### src/hdl/tdpc_pkg.sv
package tdpc_pkg;

  localparam int CALIB_POINTS = 4;
  localparam int DUTY_W = 16;
  localparam int FLOW_W = 32;
  localparam int NUM_W = 48;
  localparam int CFG_W = 48;
  localparam int IDX_W = 3;

  localparam logic [2:0] FUNC_ON = 3'd0;
  localparam logic [2:0] FUNC_OFF = 3'd1;
  localparam logic [2:0] FUNC_SET = 3'd2;
  localparam logic [2:0] FUNC_SPEED = 3'd3;
  localparam logic [2:0] FUNC_TICK = 3'd4;

  localparam logic [1:0] ST_DONE = 2'd0;
  localparam logic [1:0] ST_WORKING = 2'd1;
  localparam logic [1:0] ST_ERROR = 2'd2;

  localparam logic [IDX_W-1:0] REG_MIN_DUTY = 3'd0;
  localparam logic [IDX_W-1:0] REG_MAX_DUTY = 3'd1;
  localparam logic [IDX_W-1:0] REG_POINT_COUNT = 3'd2;
  localparam logic [IDX_W-1:0] REG_CALIB_0 = 3'd3;
  localparam logic [IDX_W-1:0] REG_CALIB_1 = 3'd4;
  localparam logic [IDX_W-1:0] REG_CALIB_2 = 3'd5;
  localparam logic [IDX_W-1:0] REG_CALIB_3 = 3'd6;

  localparam logic [9:0] MS_PER_S = 10'd1000;

  typedef enum logic [5:0] {
    S_IDLE    = 6'b000001,
    S_MUL     = 6'b000010,
    S_DIV_MAG = 6'b000100,
    S_DOSE    = 6'b001000,
    S_DIV_MS  = 6'b010000,
    S_OUT     = 6'b100000
  } state_t;

  typedef struct packed {
    logic             start;
    logic [NUM_W-1:0] num;
    logic [FLOW_W-1:0] den;
  } div_req_t;

endpackage

### src/hdl/tdpc_div.sv
module tdpc_div (
  input  logic              clk,
  input  logic              rst,
  input  tdpc_pkg::div_req_t req,
  output logic              done,
  output logic [tdpc_pkg::NUM_W-1:0] quo
);
  import tdpc_pkg::*;

  localparam int CNT_W = $clog2(NUM_W + 1);

  logic [FLOW_W-1:0] rem;
  logic [FLOW_W-1:0] den;
  logic [CNT_W-1:0]  cnt;
  logic              busy;
  logic [FLOW_W:0]   trial;
  logic              fits;

  assign trial = {rem, quo[NUM_W-1]};
  assign fits = trial >= {1'b0, den};

  always_ff @(posedge clk) begin
    if (rst) begin
      busy <= 1'b0;
      done <= 1'b0;
      cnt <= '0;
    end else begin
      done <= 1'b0;
      if (req.start) begin
        busy <= 1'b1;
        cnt <= CNT_W'(NUM_W);
      end else if (busy) begin
        cnt <= cnt - 1'b1;
        if (cnt == CNT_W'(1)) begin
          busy <= 1'b0;
          done <= 1'b1;
        end
      end
    end
  end

  // One quotient bit per cycle, restoring.
  always_ff @(posedge clk) begin
    if (req.start) begin
      rem <= '0;
      den <= req.den;
      quo <= req.num;
    end else if (busy) begin
      rem <= fits ? FLOW_W'(trial - {1'b0, den}) : trial[FLOW_W-1:0];
      quo <= {quo[NUM_W-2:0], fits};
    end
  end

endmodule

### src/hdl/timed_dosing_pump_controller_core.sv
// Dosing pump controller. Each request (on, off, dose, speed, 1 ms tick) gives one
// result; a new request is taken only after the previous result has been loaded
// into the output register. On, off, speed, tick and rejected commands go from
// acceptance straight to the output state. A dose passes the dose state, where
// zero flow is rejected; one shared restoring divider then forms the dose time
// in ms, after first forming the interpolated flow when the duty falls inside a
// calibration segment. A stalled result holds the block for as long as the
// stall lasts. Write configuration while idle.
module timed_dosing_pump_controller_core (
  input  logic        clk,
  input  logic        rst,
  input  logic        cfg_we,
  input  logic [tdpc_pkg::IDX_W-1:0] cfg_index,
  input  logic [tdpc_pkg::CFG_W-1:0] cfg_data,
  input  logic        in_valid,
  output logic        in_stall,
  input  logic [2:0]  func,
  input  logic [15:0] value,
  output logic        out_valid,
  input  logic        out_stall,
  output logic [1:0]  status,
  output logic [15:0] duty,
  output logic        running,
  output logic        dose_finished
);
  import tdpc_pkg::*;

  logic [DUTY_W-1:0] min_duty, max_duty;
  logic [2:0]        point_count;
  logic [CFG_W-1:0]  calib_point [CALIB_POINTS];

  logic [DUTY_W-1:0] speed_setting;
  logic              pump_on, dose_active;
  logic [31:0]       remaining_ms;

  state_t            state;
  logic [1:0]        res_status;
  logic              res_fin;
  logic [DUTY_W-1:0] value_r;
  logic [FLOW_W-1:0] y0_r, dy_r, flow_r;
  logic [DUTY_W-1:0] dd_r, span_r;
  logic              neg_r;

  div_req_t          div_req;
  logic              div_done;
  logic [NUM_W-1:0]  div_quo;

  logic              accept;
  assign in_stall = (state != S_IDLE);
  assign accept = in_valid && !in_stall;

  // Config writes; indexes past the table are dropped.
  always_ff @(posedge clk) begin
    if (rst) begin
      min_duty <= '0;
      max_duty <= '1;
      point_count <= 3'd1;
      for (int k = 0; k < CALIB_POINTS; k++) calib_point[k] <= '0;
    end else if (cfg_we) begin
      unique case (cfg_index)
        REG_MIN_DUTY:    min_duty <= cfg_data[DUTY_W-1:0];
        REG_MAX_DUTY:    max_duty <= cfg_data[DUTY_W-1:0];
        REG_POINT_COUNT: point_count <= cfg_data[2:0];
        REG_CALIB_0:     calib_point[0] <= cfg_data;
        REG_CALIB_1:     calib_point[1] <= cfg_data;
        REG_CALIB_2:     calib_point[2] <= cfg_data;
        REG_CALIB_3:     calib_point[3] <= cfg_data;
        default: ;
      endcase
    end
  end

  // Segment lookup at the stored duty.
  logic [DUTY_W-1:0] pd [CALIB_POINTS];
  logic [FLOW_W-1:0] pf [CALIB_POINTS];
  logic [2:0]        n_pts;
  logic [1:0]        last;
  logic              direct, seg_found;
  logic [FLOW_W-1:0] direct_flow;
  logic [1:0]        seg;

  always_comb begin
    for (int k = 0; k < CALIB_POINTS; k++) begin
      pd[k] = calib_point[k][47:32];
      pf[k] = calib_point[k][31:0];
    end
    if (point_count == 3'd0) n_pts = 3'd1;
    else if (point_count > 3'(CALIB_POINTS)) n_pts = 3'(CALIB_POINTS);
    else n_pts = point_count;
    last = 2'(n_pts - 3'd1);
    seg_found = 1'b0;
    seg = '0;
    for (int i = CALIB_POINTS - 2; i >= 0; i--) begin
      if ((3'(i + 1) < n_pts) && speed_setting >= pd[i] && speed_setting <= pd[i+1]) begin
        seg_found = 1'b1;
        seg = 2'(i);
      end
    end
    direct = 1'b1;
    if (speed_setting <= pd[0]) direct_flow = pf[0];
    else if (speed_setting >= pd[last]) direct_flow = pf[last];
    else if (!seg_found) direct_flow = '0;
    else if (pd[2'(seg + 2'd1)] == pd[seg]) direct_flow = pf[seg];
    else begin
      direct = 1'b0;
      direct_flow = pf[seg];
    end
  end

  logic [FLOW_W-1:0] y1_sel;
  assign y1_sel = pf[2'(seg + 2'd1)];

  logic [NUM_W-1:0] ms_num;
  assign ms_num = NUM_W'({26'(value_r) * 26'(MS_PER_S), 16'b0});

  always_comb begin
    div_req.start = 1'b0;
    div_req.num = ms_num;
    div_req.den = flow_r;
    if (state == S_MUL) begin
      div_req.start = 1'b1;
      div_req.num = NUM_W'(dy_r) * NUM_W'(dd_r);
      div_req.den = FLOW_W'(span_r);
    end else if (state == S_DOSE && flow_r != '0) begin
      div_req.start = 1'b1;
    end
  end

  tdpc_div u_div (
    .clk  (clk),
    .rst  (rst),
    .req  (div_req),
    .done (div_done),
    .quo  (div_quo)
  );

  always_ff @(posedge clk) begin
    if (rst) begin
      state <= S_IDLE;
      speed_setting <= '0;
      pump_on <= 1'b0;
      dose_active <= 1'b0;
      remaining_ms <= '0;
      out_valid <= 1'b0;
    end else begin
      if (out_valid && !out_stall && state != S_OUT) out_valid <= 1'b0;
      unique case (state)
        S_IDLE: begin
          if (accept) begin
            value_r <= value;
            res_fin <= (func == FUNC_TICK) && dose_active && (remaining_ms <= 32'd1);
            case (func)
              FUNC_ON: begin
                // an already running pump stays on
                res_status <= pump_on ? ST_ERROR : ST_DONE;
                pump_on <= 1'b1;
                state <= S_OUT;
              end
              FUNC_OFF: begin
                res_status <= ST_DONE;
                pump_on <= 1'b0;
                dose_active <= 1'b0;
                remaining_ms <= '0;
                state <= S_OUT;
              end
              FUNC_SET: begin
                if (pump_on) begin
                  res_status <= ST_ERROR;
                  state <= S_OUT;
                end else begin
                  y0_r <= direct_flow;
                  flow_r <= direct_flow;
                  neg_r <= y1_sel < direct_flow;
                  dy_r <= (y1_sel < direct_flow) ? direct_flow - y1_sel
                                                 : y1_sel - direct_flow;
                  dd_r <= speed_setting - pd[seg];
                  span_r <= pd[2'(seg + 2'd1)] - pd[seg];
                  state <= direct ? S_DOSE : S_MUL;
                end
              end
              FUNC_SPEED: begin
                res_status <= ST_DONE;
                state <= S_OUT;
                if (value < min_duty) speed_setting <= '0;
                else if (value > max_duty) speed_setting <= max_duty;
                else speed_setting <= value;
              end
              FUNC_TICK: begin
                res_status <= ST_DONE;
                state <= S_OUT;
                if (dose_active) begin
                  if (remaining_ms <= 32'd1) begin
                    remaining_ms <= '0;
                    dose_active <= 1'b0;
                    pump_on <= 1'b0;
                  end else begin
                    remaining_ms <= remaining_ms - 32'd1;
                  end
                end
              end
              default: begin
                res_status <= ST_ERROR;
                state <= S_OUT;
              end
            endcase
          end
        end
        S_MUL: state <= S_DIV_MAG;
        S_DIV_MAG: begin
          if (div_done) begin
            flow_r <= neg_r ? y0_r - div_quo[FLOW_W-1:0] : y0_r + div_quo[FLOW_W-1:0];
            state <= S_DOSE;
          end
        end
        S_DOSE: begin
          if (flow_r == '0) begin
            res_status <= ST_ERROR;
            state <= S_OUT;
          end else begin
            state <= S_DIV_MS;
          end
        end
        S_DIV_MS: begin
          if (div_done) begin
            remaining_ms <= (div_quo[NUM_W-1:32] != '0) ? '1 : div_quo[31:0];
            pump_on <= 1'b1;
            dose_active <= 1'b1;
            res_status <= ST_WORKING;
            state <= S_OUT;
          end
        end
        S_OUT: begin
          if (!out_valid || !out_stall) begin
            out_valid <= 1'b1;
            state <= S_IDLE;
          end
        end
        default: state <= S_IDLE;
      endcase
    end
  end

  always_ff @(posedge clk) begin
    if (state == S_OUT && (!out_valid || !out_stall)) begin
      status <= res_status;
      duty <= pump_on ? speed_setting : '0;
      running <= pump_on;
      dose_finished <= res_fin;
    end
  end

endmodule

### config.mk
export PLATFORM = sky130hd
export DESIGN_NAME = timed_dosing_pump_controller_core
export DESIGN_NICKNAME = d
export VERILOG_FILES = /design/src/hdl/tdpc_pkg.sv /design/src/hdl/tdpc_div.sv /design/src/hdl/timed_dosing_pump_controller_core.sv
export SDC_FILE = /design/constraint.sdc
export NUM_CORES = 2
export LEC_CHECK = 0
export BUFFER_PORTS_ARGS = -buffer_cell sky130_fd_sc_hd__buf_2
export CORE_ASPECT_RATIO = 0.9
export CORE_MARGIN = 1.5
export CORE_UTILIZATION = 50
export CTS_CLUSTER_DIAMETER = 80
export DETAILED_ROUTE_END_ITERATION = 10
export PLACE_DENSITY_LB_ADDON = 0.3
export SYNTH_ARGS = -nofsm -noshare
export SYNTH_HDL_FRONTEND = slang
export SYNTH_SLANG_ARGS = --single-unit
### constraint.sdc
create_clock -name clk -period 26.5 [get_ports clk]
set_clock_uncertainty 0.15 [all_clocks]
set_input_delay 3.975 -clock clk [delete_from_list [all_inputs] [get_ports clk]]
set_output_delay 3.975 -clock clk [all_outputs]
set_load 0.1 [all_outputs]
==> results.ini <==
[clock_tree]
h-tree-depth = 3
cts_hold_buffers = 0
post_cts_buffers = 0
cts.repair.resized = 0
cts-buffers-inserted = 70
cts_tree = done
clk_latency_ns = 0.64
cts_max_path_buffers = 3
clkSinkCount = 572
clock-root-buffer = clkbuf_16
clk_pin_slew_ns = 0.06

[yosys]
seq_area_frac_synth_pct = 28.5
syn_area_um2 = 55500
synthTopCellsByArea = edfxtp_1, fa_1, ha_1, and2_1, inv_1
synth-edff-count = 440
syn-instance-count = 6059
synth_top_area_share_pct = 23.8
avgSynthCellArea_um2 = 9.17
synth-seq-cells = 572
yosys.area.top_type = edfxtp_1
ys_types = 93
async_reset_ff_share_pct = 0
yosysWarnings = 0
synth_nets = 7057
ys.flop_type = edfxtp_1

[power_and_ir_drop]
cellPowerDensity_nw_per_um2 = 71.8
leakagePower_uw = 0.0266
vdd_drop_max_uv = 67.4

[drt]
wirelength_mm = 161
vias_per_cell = 5.89
ant_nets = 0
drt-initial-drc-count = 4327
vias = 44258
route.detailed.drc = 0
wl_per_cell_um = 21.4
drt_pre_antenna_iters = 8

[critical_path]
crit_slowest_cell = dfxtp_1
crit_end = dy_r[12]$_DFFE_PP_
startpoint = point_count[0]$_SDFFE_PP1P_
worstPathRequired_ns = 26.74
critical-path-max-stage-delay_ns = 1.09
r2r_cells = 28
reg2reg_to = dy_r[12]$_DFFE_PP_
crit_path_end_kind = flop
critical_path_class = reg2reg
cp_data_arrival_time_ns = 8.97
crit_top_cell = buf_4
r2r_slack_ns = 17.77
cp_max_fo = 34
startpoint_type = flop
reg2reg_from = point_count[0]$_SDFFE_PP1P_

[grt]
grt_pass1_wl_mm = 251
grt_max_degree = 86
antenna_found_initial = 4
grt_usage_pct = 28.5
grt_pass1_vias = 43131
grt_overflow = 0

[hold_path]
min_path_type = reg2reg

[floorplan]
die_h_um = 319
coreArea_um2 = 110000
die-area_um2 = 113000
die_w_um = 354
ios = 97
start_util_pct = 50.6
fp-row-count = 115

[sta]
setup-tns-final_ns = 0
finalHoldViolCount = 0
fmax_mhz = 115
relSlewSlack_pct = 21.8
setup_viol_count_final = 0
drv_slew = 0
holdWs_ns = 0.266
worstMarginPinSlew_ns = 1.17
rsz0062_at_grt = false
period_minus_slack_ns = 8.73
period_share_pct = 32.9

[cells_and_area]
layout.nets = 6999
final_cell_mix = inv_1, nand2_1, fa_1
layout_commonest_cell = inv_1
area_growth_pct = 7.41
layout-drive-gt1-share_pct = 5.61
fillers = 9763

[placed_design]
io_buffers = 96
hpwl_mm = 122
gp_congestion = 0.952

[status]
status = finished, final reports clean

[run]
maxCapViolCount = 0

-- cell type report --
type / instances / area, µm² / area share (%)
multi-input cells: 4456 / 35900 / 60.1
flip-flops and latches: 572 / 15900 / 26.6
inverters: 731 / 2740 / 4.60
clock buffers: 91 / 1880 / 3.16
well taps: 1462 / 1830 / 3.07
repair buffers: 170 / 1040 / 1.74
clock inverters: 37 / 440 / 0.738
diodes: 1 / 2.50 / 0.00419
-- worst max-delay path, delay by kind of cell, from the launching register on --
kind,cells,cell delay (ns)
buffers and inverters,4,1.57
flip-flops,1,1.09
XOR/XNOR,1,0.13
multiplexers,1,0.23
AO/OA/AOI/OAI,17,3.89
AND/OR/NAND/NOR,3,0.67
adder cells (fa/ha/maj),2,0.67
-- synthesized netlist by cell type (9+ instances only) --
master / instances
a211o_1: 26
a211oi_1: 65
a21boi_0: 11
a21o_1: 159
a21oi_1: 423
a22oi_1: 13
a31oi_1: 34
and2_1: 443
and3_1: 19
and4_1: 9
buf_1: 18
buf_2: 38
buf_4: 10
clkbuf_1: 231
dfxtp_1: 132
edfxtp_1: 440
fa_1: 478
ha_1: 445
inv_1: 727
mux2i_1: 130
nand2_1: 637
nand2b_1: 34
nand3_1: 64
nand4_1: 29
nor2_1: 381
nor2b_1: 45
nor3_1: 117
nor4_1: 33
o211ai_1: 41
o21a_1: 42
o21ai_0: 249
o21ai_1: 22
o21bai_1: 25
o221ai_1: 11
o22ai_1: 45
o31a_1: 9
o31ai_1: 36
o41ai_1: 13
or2_2: 9
or3_1: 24
or4_1: 10
xnor2_1: 135
xor2_1: 66
-- power breakdown --
part | internal (µW) | leakage [µW] | switching, µW
clock | 585 | 0.00112 | 406
combinational | 919 | 0.0203 | 1270
sequential | 1040 | 0.00516 | 64.4
total | 2540 | 0.0266 | 1740
-- sequential cells by signal, summed over array words and instances (netlist names), 2 cells and up --
signal and cells:
y0_r 32, duty 16, min_duty 16, value_r 16, span_r 16, u_div.cnt 6
state 6, res_status 2, speed_setting 16, u_div.rem 32, status 2, flow_r 32
u_div.den 32, point_count 3, calib_point 192, u_div.quo 48, dd_r 16, dy_r 32
max_duty 16, remaining_ms 32
-- worst min path at each step --
| stage | to | start | slack (ns) | depth (start not counted) |
|---|---|---|---|---|
| floorplan | dose_finished$_DFFE_PP_ | res_fin$_DFFE_PP_ | 0.25 | 0 |
| global placement | status[1]$_DFFE_PP_ | res_status[1]$_DFFE_PP_ | 0.26 | 0 |
| detailed placement | status[1]$_DFFE_PP_ | res_status[1]$_DFFE_PP_ | 0.25 | 0 |
| CTS | status[1]$_DFFE_PP_ | res_status[1]$_DFFE_PP_ | 0.27 | 0 |
| global route | status[1]$_DFFE_PP_ | res_status[1]$_DFFE_PP_ | 0.27 | 0 |
| finish | status[1]$_DFFE_PP_ | res_status[1]$_DFFE_PP_ | 0.27 | 0 |
-- metal layers --
layer | routed length, µm | global-route usage [%] | vias to the layer above
met4 | 6370 | 11.2 | 0
met5 | 0 | 0 | -
met1 | 70000 | 39.8 | 21831
met2 | 72000 | 44.4 | 1726
met3 | 12500 | 4.18 | 267
li1 | - | - | 20434
-- cells by family after synthesis --
family,Yosys count,synth area share [%]
simple gates,1881,16.3
fa+ha+maj,923,27.3
buf+inv,1031,7.15
mux,137,2.48
compound gates,1314,15.1
xor+xnor,201,3.17
flops,572,28.5
-- per-stage QoR --
stage / utilization, % / worst slack, ns / total power [µW] / instances / area [µm²]
finish: 54.3 / 17.77 / 4290 / 7520 / 59700
global route: 54.3 / 17.29 / 4620 / 7519 / 59700
CTS: 54.3 / 17.94 / 4290 / 7519 / 59700
detailed placement: 52.2 / 17.95 / 3290 / 7391 / 57300
global placement: 52.2 / 18.08 / 3270 / 7391 / 57300
floorplan: - / 14.67 / 2800 / 6059 / 55500
Note: power is estimated with default switching activity, not from simulation.
